File: src/rtl/rfp_pkg.sv
package rfp_pkg;

    localparam int FRAME_ROWS         = 7;
    localparam int SCORE_BITS_DEFAULT = 32;
    localparam int DATA_BITS          = 32;
    localparam int ROW_BITS           = 3;
    localparam int PHASE_BITS         = 2;

    localparam logic [ROW_BITS-1:0]   ROW_FIRST     = 3'd0;
    localparam logic [ROW_BITS-1:0]   ROW_REV_BASE  = 3'd3;
    localparam logic [ROW_BITS-1:0]   ROW_NONCODING = 3'd6;
    localparam logic [PHASE_BITS-1:0] PHASE_FIRST   = 2'd0;
    localparam logic [PHASE_BITS-1:0] PHASE_LAST    = 2'd2;

    typedef struct packed {
        logic [ROW_BITS-1:0]   row;
        logic [PHASE_BITS-1:0] phase;
        logic                  first;
    } rfp_pos_t;

endpackage

File: src/rtl/reading_frame_path_dp_cell.sv
// Reading-frame path cell for a seven-row Viterbi search. Each input transfer
// carries one cell score (Q16.16) in row order: forward frames 1 to 3, reverse
// frames 1 to 3, then noncoding; tuser bit 0 restarts at row 0 of column 0.
// Each output transfer gives the saturated best path score, the row of the
// chosen previous-column cell, the cell's row, and tlast on the noncoding row.
// The block has an input register and a result register with the candidate add,
// saturate and compare stage between them, and takes one transfer per clock
// while m_tready does not hold the result register. leave_gene_penalty is
// written through the cfg channel while the block is idle and is reset to zero;
// that idle condition binds the user, and the block itself does not enforce it.
module reading_frame_path_dp_cell #(
    parameter int SCORE_BITS = rfp_pkg::SCORE_BITS_DEFAULT
) (
    input  logic        clk,
    input  logic        rst_n,
    input  logic        s_tvalid,
    output logic        s_tready,
    input  logic [31:0] s_tdata,   // [31:0] cell_score
    input  logic [0:0]  s_tuser,   // [0] sequence_start
    output logic        m_tvalid,
    input  logic        m_tready,
    output logic [39:0] m_tdata,   // [31:0] path_score, [34:32] best_predecessor,
                                   // [37:35] cell_row, [39:38] zero
    output logic        m_tlast,   // column_end
    input  logic        cfg_valid,
    output logic        cfg_ready,
    input  logic [31:0] cfg_data   // leave_gene_penalty
);

    localparam int OUT_BITS = (SCORE_BITS > rfp_pkg::DATA_BITS) ?
                              SCORE_BITS : rfp_pkg::DATA_BITS;
    localparam int CUR_ROWS = rfp_pkg::FRAME_ROWS - 1;

    logic                                 in_valid_reg;
    logic signed [rfp_pkg::DATA_BITS-1:0] in_score_reg;
    logic                                 in_start_reg;
    logic                                 out_valid_reg;
    logic [rfp_pkg::DATA_BITS-1:0]        out_score_reg;
    logic [rfp_pkg::ROW_BITS-1:0]         out_pred_reg;
    logic [rfp_pkg::ROW_BITS-1:0]         out_row_reg;
    logic                                 out_last_reg;
    logic signed [rfp_pkg::DATA_BITS-1:0] penalty_reg;
    logic [rfp_pkg::ROW_BITS-1:0]         row_reg;
    logic [rfp_pkg::ROW_BITS-1:0]         row_next;
    logic [rfp_pkg::PHASE_BITS-1:0]       phase_reg;
    logic [rfp_pkg::PHASE_BITS-1:0]       phase_next;
    logic                                 first_reg;
    logic                                 first_next;
    logic signed [SCORE_BITS-1:0]         prev_reg [rfp_pkg::FRAME_ROWS];
    logic signed [SCORE_BITS-1:0]         cur_reg  [CUR_ROWS];

    rfp_pkg::rfp_pos_t                    pos;
    logic                                 advance;
    logic                                 last_row;
    logic signed [SCORE_BITS-1:0]         best;
    logic [rfp_pkg::ROW_BITS-1:0]         pred;
    logic signed [OUT_BITS-1:0]           best_ext;
    logic [rfp_pkg::DATA_BITS-1:0]        out_score_next;

    assign advance   = in_valid_reg && (!out_valid_reg || m_tready);
    assign s_tready  = !in_valid_reg || advance;
    assign cfg_ready = 1'b1;

    always_comb
    begin
        if (in_start_reg) begin
            pos.row   = rfp_pkg::ROW_FIRST;
            pos.phase = rfp_pkg::PHASE_FIRST;
            pos.first = 1'b1;
        end else begin
            pos.row   = row_reg;
            pos.phase = phase_reg;
            pos.first = first_reg;
        end
    end

    assign last_row = (pos.row == rfp_pkg::ROW_NONCODING);

    rfp_select #(
        .SCORE_BITS (SCORE_BITS)
    ) u_select (
        .pos         (pos),
        .cell_score  (in_score_reg),
        .penalty     (penalty_reg),
        .prev_scores (prev_reg),
        .best        (best),
        .pred        (pred)
    );

    always_comb
    begin
        if (last_row) begin
            row_next   = rfp_pkg::ROW_FIRST;
            phase_next = (pos.phase == rfp_pkg::PHASE_LAST) ?
                         rfp_pkg::PHASE_FIRST : pos.phase + 2'd1;
            first_next = 1'b0;
        end else begin
            row_next   = pos.row + 3'd1;
            phase_next = pos.phase;
            first_next = pos.first;
        end
    end

    assign best_ext = OUT_BITS'(best);

    always_comb
    begin
        if ((&best_ext[OUT_BITS-1:rfp_pkg::DATA_BITS-1]) ||
            !(|best_ext[OUT_BITS-1:rfp_pkg::DATA_BITS-1])) begin
            out_score_next = best_ext[rfp_pkg::DATA_BITS-1:0];
        end else if (best_ext[OUT_BITS-1]) begin
            out_score_next = {1'b1, {(rfp_pkg::DATA_BITS-1){1'b0}}};
        end else begin
            out_score_next = {1'b0, {(rfp_pkg::DATA_BITS-1){1'b1}}};
        end
    end

    always_ff @(posedge clk or negedge rst_n)
    begin
        if (!rst_n) begin
            in_valid_reg  <= 1'b0;
            out_valid_reg <= 1'b0;
            penalty_reg   <= '0;
            row_reg       <= rfp_pkg::ROW_FIRST;
            phase_reg     <= rfp_pkg::PHASE_FIRST;
            first_reg     <= 1'b1;
        end else begin
            if (s_tready) begin
                in_valid_reg <= s_tvalid;
            end
            if (advance) begin
                out_valid_reg <= 1'b1;
                row_reg       <= row_next;
                phase_reg     <= phase_next;
                first_reg     <= first_next;
            end else if (m_tready) begin
                out_valid_reg <= 1'b0;
            end
            if (cfg_valid) begin
                penalty_reg <= cfg_data;
            end
        end
    end

    always_ff @(posedge clk)
    begin
        if (s_tvalid && s_tready) begin
            in_score_reg <= s_tdata;
            in_start_reg <= s_tuser[0];
        end
        if (advance) begin
            out_score_reg <= out_score_next;
            out_pred_reg  <= pred;
            out_row_reg   <= pos.row;
            out_last_reg  <= last_row;
            if (last_row) begin
                for (int i = 0; i < CUR_ROWS; i++) begin
                    prev_reg[i] <= cur_reg[i];
                end
                prev_reg[rfp_pkg::ROW_NONCODING] <= best;
            end else begin
                cur_reg[pos.row] <= best;
            end
        end
    end

    assign m_tvalid = out_valid_reg;
    assign m_tdata  = {2'b00, out_row_reg, out_pred_reg, out_score_reg};
    assign m_tlast  = out_last_reg;

endmodule

File: src/rtl/rfp_select.sv
module rfp_select #(
    parameter int SCORE_BITS = rfp_pkg::SCORE_BITS_DEFAULT
) (
    input  rfp_pkg::rfp_pos_t                      pos,
    input  logic signed [rfp_pkg::DATA_BITS-1:0]   cell_score,
    input  logic signed [rfp_pkg::DATA_BITS-1:0]   penalty,
    input  logic signed [SCORE_BITS-1:0]           prev_scores [rfp_pkg::FRAME_ROWS],
    output logic signed [SCORE_BITS-1:0]           best,
    output logic [rfp_pkg::ROW_BITS-1:0]           pred
);

    // Score plus twice the penalty needs 34 bits; one more bit holds the sum.
    localparam int SUM_BITS = ((SCORE_BITS > rfp_pkg::DATA_BITS + 2) ?
                               SCORE_BITS : rfp_pkg::DATA_BITS + 2) + 1;

    function automatic logic signed [SCORE_BITS-1:0] sat_score(
        input logic signed [SUM_BITS-1:0] v
    );
        logic [SUM_BITS-SCORE_BITS:0] top;
        logic signed [SCORE_BITS-1:0] r;
        top = v[SUM_BITS-1:SCORE_BITS-1];
        if ((&top) || !(|top)) begin
            r = v[SCORE_BITS-1:0];
        end else if (v[SUM_BITS-1]) begin
            r = {1'b1, {(SCORE_BITS-1){1'b0}}};
        end else begin
            r = {1'b0, {(SCORE_BITS-1){1'b1}}};
        end
        return r;
    endfunction

    logic signed [SUM_BITS-1:0]     t_own;
    logic signed [SUM_BITS-1:0]     t_one;
    logic signed [SUM_BITS-1:0]     t_two;
    logic [rfp_pkg::ROW_BITS-1:0]   mirror_row;
    logic [rfp_pkg::PHASE_BITS-1:0] row_phase;
    logic [rfp_pkg::ROW_BITS-1:0]   cand_row [3];
    logic signed [SUM_BITS-1:0]     cand_t   [3];
    logic signed [SCORE_BITS-1:0]   cand     [3];
    logic                           multi;

    assign t_own = SUM_BITS'(cell_score);
    assign t_one = t_own + SUM_BITS'(penalty);
    assign t_two = t_one + SUM_BITS'(penalty);

    always_comb
    begin
        if (pos.row < rfp_pkg::ROW_REV_BASE) begin
            mirror_row = pos.row + rfp_pkg::ROW_REV_BASE;
            row_phase  = pos.row[rfp_pkg::PHASE_BITS-1:0];
        end else begin
            mirror_row = pos.row - rfp_pkg::ROW_REV_BASE;
            row_phase  = mirror_row[rfp_pkg::PHASE_BITS-1:0];
        end
    end

    // The noncoding row may come from both frames of the current phase and
    // from itself; a coding row of the current phase may also leave noncoding
    // or switch strands; every other coding row only continues itself.
    always_comb
    begin
        cand_row[0] = pos.row;
        cand_row[1] = rfp_pkg::ROW_NONCODING;
        cand_row[2] = mirror_row;
        cand_t[0]   = t_own;
        cand_t[1]   = t_one;
        cand_t[2]   = t_two;
        multi       = 1'b0;
        if (pos.row == rfp_pkg::ROW_NONCODING) begin
            cand_row[0] = {1'b0, pos.phase};
            cand_row[2] = {1'b0, pos.phase} + rfp_pkg::ROW_REV_BASE;
            cand_t[1]   = t_own;
            cand_t[2]   = t_own;
            multi       = 1'b1;
        end else if (row_phase == pos.phase) begin
            multi = 1'b1;
        end
    end

    always_comb
    begin
        for (int i = 0; i < 3; i++) begin
            cand[i] = sat_score(SUM_BITS'(prev_scores[cand_row[i]]) + cand_t[i]);
        end
    end

    always_comb
    begin
        if (pos.first) begin
            best = sat_score(t_own);
            pred = pos.row;
        end else begin
            best = cand[0];
            pred = cand_row[0];
            if (multi && (cand[1] > best)) begin
                best = cand[1];
                pred = cand_row[1];
            end
            if (multi && (cand[2] > cand[0]) && (cand[2] > cand[1])) begin
                best = cand[2];
                pred = cand_row[2];
            end
        end
    end

endmodule

File: config.mk
export PLATFORM = sky130hd
export DESIGN_NAME = reading_frame_path_dp_cell
export DESIGN_NICKNAME = d
export VERILOG_FILES = /design/src/rtl/rfp_pkg.sv /design/src/rtl/reading_frame_path_dp_cell.sv /design/src/rtl/rfp_select.sv
export SDC_FILE = /design/constraint.sdc
export NUM_CORES = 1
export LEC_CHECK = 0
export BUFFER_PORTS_ARGS = -buffer_cell sky130_fd_sc_hd__buf_2
export CAP_MARGIN = 25
export CORE_UTILIZATION = 40
export DETAILED_ROUTE_END_ITERATION = 8
export PLACE_DENSITY = 0.62
export SYNTH_ARGS = -nofsm -noshare
export SYNTH_HDL_FRONTEND = slang
export SYNTH_SLANG_ARGS = --single-unit
File: constraint.sdc
create_clock -name clk -period 30.4 [get_ports clk]
set_input_delay 6.08 -clock clk [delete_from_list [all_inputs] [get_ports clk]]
set_output_delay 6.08 -clock clk [all_outputs]
set_load 0.05 [all_outputs]
After elaboration in Yosys (flattened, before gate mapping)
Memories as Yosys holds them, arrays and structs flattened. A register that Yosys moved wholly into a read port is not among the register bits.
Cells that the tools add are included.
{ "classes": {"n_mux": 35, "reduce_logical": 23, "n_bitwise": 2, "order_cmp": 6, "n_eq_ne": 3, "add_sub_neg": 10} }
{ "ops": {"columns": ["operator", "count"], "rows": [
  ["2-to-1 mux 32 bit", 13],
  ["binary-select mux 32 bit (select 3 bit)", 2],
  ["greater-than comparator 32 bit", 3],
  ["adder 32 x 35 -> 35 bit", 2],
  ["2-to-1 mux 70 bit", 1],
  ["adder 32 x 32 -> 33 bit", 2],
  ["adder 33 x 32 -> 34 bit", 1],
  ["2-to-1 mux 3 bit", 7],
  ["AND reduction 4 bit", 3],
  ["OR reduction 4 bit", 3],
  ["greater-or-equal comparator 4 bit (second input constant)", 2],
  ["2-to-1 mux 1 bit", 8],
  ["NOT 3 -> 4 bit", 2],
  ["2-to-1 mux 2 bit", 3],
  ["2-to-1 mux 6 bit", 1],
  ["logical AND 1 bit", 5],
  ["logical NOT 1 bit", 5],
  ["logical OR 1 bit", 5],
  ["adder 2 x 2 -> 3 bit (second input constant)", 1],
  ["adder 3 x 1 -> 3 bit (second input constant)", 1],
  ["adder 3 x 2 -> 3 bit (second input constant)", 1],
  ["== test 3 bit (second input constant)", 1],
  ["< comparator 3 x 2 -> 1 bit (second input constant)", 1],
  ["subtractor 3 x 2 -> 3 bit (second input constant)", 1],
  ["5 further kinds", 5]
]} }
{ "word_totals": {"out_inout_bits": 44, "reg_bits": 144, "ramBits": 192, "n_memories": 1, "inputBits": 70} }
{ "mem_list": {"columns": ["name", "words", "width", "rd", "rd_clocked_by_memory_dff", "wr", "line", "text"], "rows": [
  ["cur_reg", 6, 32, 6, 6, 1, "reading_frame_path_dp_cell.sv:50", "logic signed [SCORE_BITS-1:0] cur_reg [CUR_ROWS];"]
]} }

Depth between registers and ports, before layout
{ "depth": {"ltp_word": 18, "ltp_mapped": 54, "mapped_depth_nobuf": 49} }

By module
Synthesis repeated with hierarchy kept, for this count alone.
{ "hier_totals": {"cells_unflattened": 3149, "hier_area_um2": 32925.3} }
{ "modules_own_cells": {"columns": ["module", "area_per_inst_um2", "seq_area_each_um2", "cells_per_inst", "instances"], "rows": [
  ["rfp_select", 16555.9, 0.0, 2533, 1],
  ["reading_frame_path_dp_cell", 16369.4, 15656.3, 616, 1]
]} }

Least setup slack after synthesis
No wires, ideal clock.
{ "synth_timing": {"path_type": "input to register", "startpoint": "in m_tready", "endpoint": "reg prev_reg[0] in the netlist's numbering (enable)", "required_ns": 29.585, "arrival_time_ns": 15.797, "cell_stages": 4, "path_slack_ns": 13.787, "path_buffers": 1, "setup_ns": 0.815, "path_cell_list": "nand2b_1 > nand2_1 > clkbuf_1 > nor2_1"} }
{ "synth_via": {"elab_chain_len": 3} }
{ "synth_lines": {"columns": ["element", "line", "text"], "rows": [
  ["start: declaration", "reading_frame_path_dp_cell.sv:21", "input logic m_tready,"],
  ["logical OR 1 bit", "reading_frame_path_dp_cell.sv:60", "assign advance = in_valid_reg && (!out_valid_reg || m_tready);"],
  ["logical AND 1 bit", "reading_frame_path_dp_cell.sv:60", null],
  ["AND reduction 2 bit (no source line)", null, null],
  ["end signal: indexed assignment", "reading_frame_path_dp_cell.sv:158", "prev_reg[i] <= cur_reg[i];"],
  ["end signal: indexed assignment", "reading_frame_path_dp_cell.sv:160", "prev_reg[rfp_pkg::ROW_NONCODING] <= best;"],
  ["end: declaration", "reading_frame_path_dp_cell.sv:49", "logic signed [SCORE_BITS-1:0] prev_reg [rfp_pkg::FRAME_ROWS];"]
]} }
Every way passes these cells.
A chain may end at the register's enable or synchronous reset.

Worst setup path after layout
{ "layout_timing": {"startpoint": "reg in_score_reg[2] in the netlist's numbering", "endpoint": "mem cur_reg[5][13] in the netlist's numbering, data pin"} }
{ "layout_via": {"elab_chain_len": 13, "elab_cells_between_ends": 33, "cone_classes": "add/sub: 5; order compare: 3; mux: 10; reduce/logical: 15"} }
{ "layout_lines": {"columns": ["element", "line", "text"], "rows": [
  ["start: declaration", "reading_frame_path_dp_cell.sv:35", "logic signed [rfp_pkg::DATA_BITS-1:0] in_score_reg;"],
  ["start signal: assignment", "reading_frame_path_dp_cell.sv:148", "in_score_reg <= s_tdata;"],
  ["adder 32 x 32 -> 33 bit", "rfp_select.sv:43", "assign t_one = t_own + SUM_BITS'(penalty);"],
  ["adder 33 x 32 -> 34 bit", "rfp_select.sv:44", "assign t_two = t_one + SUM_BITS'(penalty);"],
  ["2-to-1 mux 70 bit", "rfp_select.sv:69", "if (pos.row == rfp_pkg::ROW_NONCODING) begin"],
  ["adder 32 x 35 -> 35 bit", "rfp_select.sv:83", "cand[i] = sat_score(SUM_BITS'(prev_scores[cand_row[i]]) + cand_t[i]);"],
  ["OR reduction 4 bit", "rfp_select.sv:22", "if ((&top) || !(|top)) begin"],
  ["logical NOT 1 bit", "rfp_select.sv:22", null],
  ["logical OR 1 bit", "rfp_select.sv:22", null],
  ["2-to-1 mux 32 bit", "rfp_select.sv:22", null],
  ["greater-than comparator 32 bit", "rfp_select.sv:99", "if (multi && (cand[2] > cand[0]) && (cand[2] > cand[1])) begin"],
  ["logical AND 1 bit (2 in series)", "rfp_select.sv:99", null],
  ["2-to-1 mux 32 bit (*)", "rfp_select.sv:99", null],
  ["2-to-1 mux 32 bit (*)", "rfp_select.sv:89", "if (pos.first) begin"],
  ["net best[13]", "reading_frame_path_dp_cell.sv:55", "logic signed [SCORE_BITS-1:0] best;"],
  ["end: declaration", "reading_frame_path_dp_cell.sv:50", null]
]} }
The timed path passes the listed nets; every way through them passes the cells marked *.

==> results.md <==
- H-tree depth: 2
- Sequential share of the synthesized area: between 40% and 50%
- Die ar.: around 0.084 sq mm
- Placed inst area: roughly 0.035 sq mm
- Post-CTS Setup Bufs: 0
- Io pins: between 100 and 150
- CTS buffer count: 55
- Pin count of the biggest net entering global routing: approximately 120
- Worst Path Arrival: around 13 ns
- Post-route DRC: 0
- Worst path slowest cell: a2111oi_4
- Die width: a little under 300 um
- Hold buffer count at cts: 0
- Worst Setup Start Kind: flip-flop
- Largest register FFs: between 200 and 250
- Max Root-Sink Buffers: 3
- Total clock sinks: around 530
- RSZ-0062 raised after global routing: no
- YS warnings: 0
- Via density: between 5 and 6
- Ys flop type: edfxtp_1
- Total Neg Setup Slack: 0 ns
- Critical path buffers and inverters: 2
- DP HPWL: about 80000 um
- Drt first pass iters: 6
- Tmin final: 12.89 ns
- Final hold vios: 0
- Design area: between 0.03 and 0.04 sq mm
- Worst skew pair latency: approximately 0.63 ns
- Post-synth ARST share: about 7.6%
- Wire per inst: about 24 um
- Diodes inserted: 0
- Post-synth EDFFs: slightly below 500
- Yosys cell types: just under 100
- Root Buffer: clkbuf_16
- Worst Hold Class: reg2reg
- Synthesized area: about 0.033 sq mm
- CP max FO: 22
- Worst reg2reg setup slack: 17.51 ns
- Data required, critical path: between 30 and 40 ns
- Share of layout cells above drive strength 1: a little under an eighth
- Area grow syn2layout: 11.0%
- Worst R2R Start: in_score_reg[2]
- Clock Skew: 0.0225 ns
- Routed vias: ~26000
- Initial antenna violation count: 2
- Final WL: about 110000 um
- Crit path to: cur_reg[5][13]
- Setup crit end kind: flip-flop
- IO Port Bufs: 110
- First-pass GRT wire length: 157000 um
- CP Launch Point: in_score_reg[2]
- Reg2Reg Depth: 48
- Max Cap Viol: 0
- Initial Util: approximately two fifths
- # resized after CTS: 0
- #FFs+latches synth: roughly 530
- Max frequency: roughly 0.078 GHz
- Kind of critical path: reg2reg
- Slew @ Worst Pin: between 1 and 1.5 ns
- Endpoints failing setup: 0
- CP delay by family, top: compound AO/OA/AOI/OAI gates
- Max transition margin: 25.5%
- Synthesized area per cell: approximately 10 sq um
- GRT Total Usage: roughly 25%
- Initial drt markers: roughly 2200
- Fin crit share: between 40% and 50%
- Num rows: roughly 110
- Vias in the first global route: between 20000 and 25000
- Syn Inst Count: between 3000 and 4000
- Clock transition at path regs: about 0.060 ns
- GPL Wtd Cong: around 0.99
- Total grt overflow: 0
- Slew Viols, Final: 0
- Layout Nets: 3668
- Max incr delay on CP: slightly below 0.6 ns
- Total core area: between 0.08 and 0.09 sq mm
- Worst R2R End: cur_reg[5][13]
- Status: completed
- TritonCTS clock tree: done
- Crit path depth: 48
- Die Ht: between 200 and 300 um
- Antenna Violating Nets Remaining: 0
==> layout by cell type (no fill, tap or decap), types with 36 or more instances in the layout <==
cell type  synthesis  routed
a21o_1            94      94
xnor2_1           83      83
nor2_1           189     185
nand3_1          117     117
mux2_2            36      36
ha_1             267     267
edfxtp_1         488     488
a21oi_1          385     384
xor2_1            58      58
dfrtp_1           39      39
a211oi_1          38      37
buf_2             19     110
nand2b_1          36      36
nand4_1           36      36
nand2_1          487     486
clkbuf_16          0      56
o21ai_0          181     179
buf_4              6      42
inv_1             87      86
==> layout make-up <==
class	count	area, sq um
multi-input cells	2492	16800
fillers	7784	45300
well taps	1070	1340
flip-flops and latches	528	15700
clock inverters	35	319
clock buffers	68	1480
repair buffers	160	1010
inverters	89	334
==> how the worst min path moves through the flow <==
stage,from,endpoint,slack (ns),cells past startpoint
after floorplan,cur_reg[3][4],prev_reg[100],0.40,0
after global placement,cur_reg[1][28],prev_reg[188],0.40,0
after detailed placement,cur_reg[3][6],prev_reg[102],0.40,0
after CTS,cur_reg[5][31],prev_reg[63],0.41,0
after global routing,cur_reg[0][1],prev_reg[193],0.42,0
final,cur_reg[3][6],prev_reg[102],0.41,0
==> through the flow <==
stage                     util (%)  hold slack [ns]  std cells  setup WS, ns
after floorplan                  -            0.400       3258         13.79
after global placement        42.6            0.400       4331         17.74
after detailed placement      42.6            0.405       4333         17.73
after CTS                     44.8            0.409       4436         17.63
after global routing          44.9            0.417       4442         16.77
final                         44.9            0.411       4442         17.51
==> cells by family after synthesis <==
group	after synthesis	share of synthesized area [%]
flip-flops	528	47.1
AO/OA/AOI/OAI	991	18.8
AND/OR/NAND/NOR	1005	13.5
buffers and inverters	238	2.85
multiplexers	76	3.63
adder cells (fa/ha/maj)	275	10.4
XOR/XNOR	142	3.76
other	2	0.0226
==> synthesized netlist by cell type, drive strengths merged, types with 15 or more instances <==
cell / instances / share of area, %
nand2: 487 / 5.5
nand4: 36 / 0.68
nand3: 117 / 1.8
nor3: 30 / 0.45
ha: 267 / 10
mux4: 32 / 2.2
nand2b: 37 / 0.72
o21ai: 187 / 2.8
o21a: 31 / 0.70
a21boi: 15 / 0.35
xor2: 58 / 1.5
a211oi: 38 / 0.86
a31oi: 28 / 0.53
mux2: 36 / 1.2
edfxtp: 488 / 44
xnor2: 84 / 2.2
o21bai: 20 / 0.45
dfrtp: 39 / 2.9
a211o: 15 / 0.39
nor2: 191 / 2.2
buf: 34 / 0.55
o211ai: 26 / 0.59
a21o: 94 / 2.1
and3: 24 / 0.45
clkbuf: 115 / 1.3
inv: 87 / 0.98
nor2b: 20 / 0.40
o31ai: 16 / 0.42
a21oi: 390 / 5.9
==> metal layers <==
metal / routed length, um / part of all wire, % / GRT usage [%] / vias to the layer above
met5: 0 / 0 / 0 / -
met2: 49300 / 46 / 40.3 / 828
met3: 5850 / 5.5 / 3.31 / 225
li1: - / - / - / 12400
met4: 7450 / 7.0 / 16.1 / 0
met1: 43800 / 41 / 31.1 / 12500
Power is not shown: default switching activity piles up to over one toggle a cycle in this logic, so the estimate is an artifact.
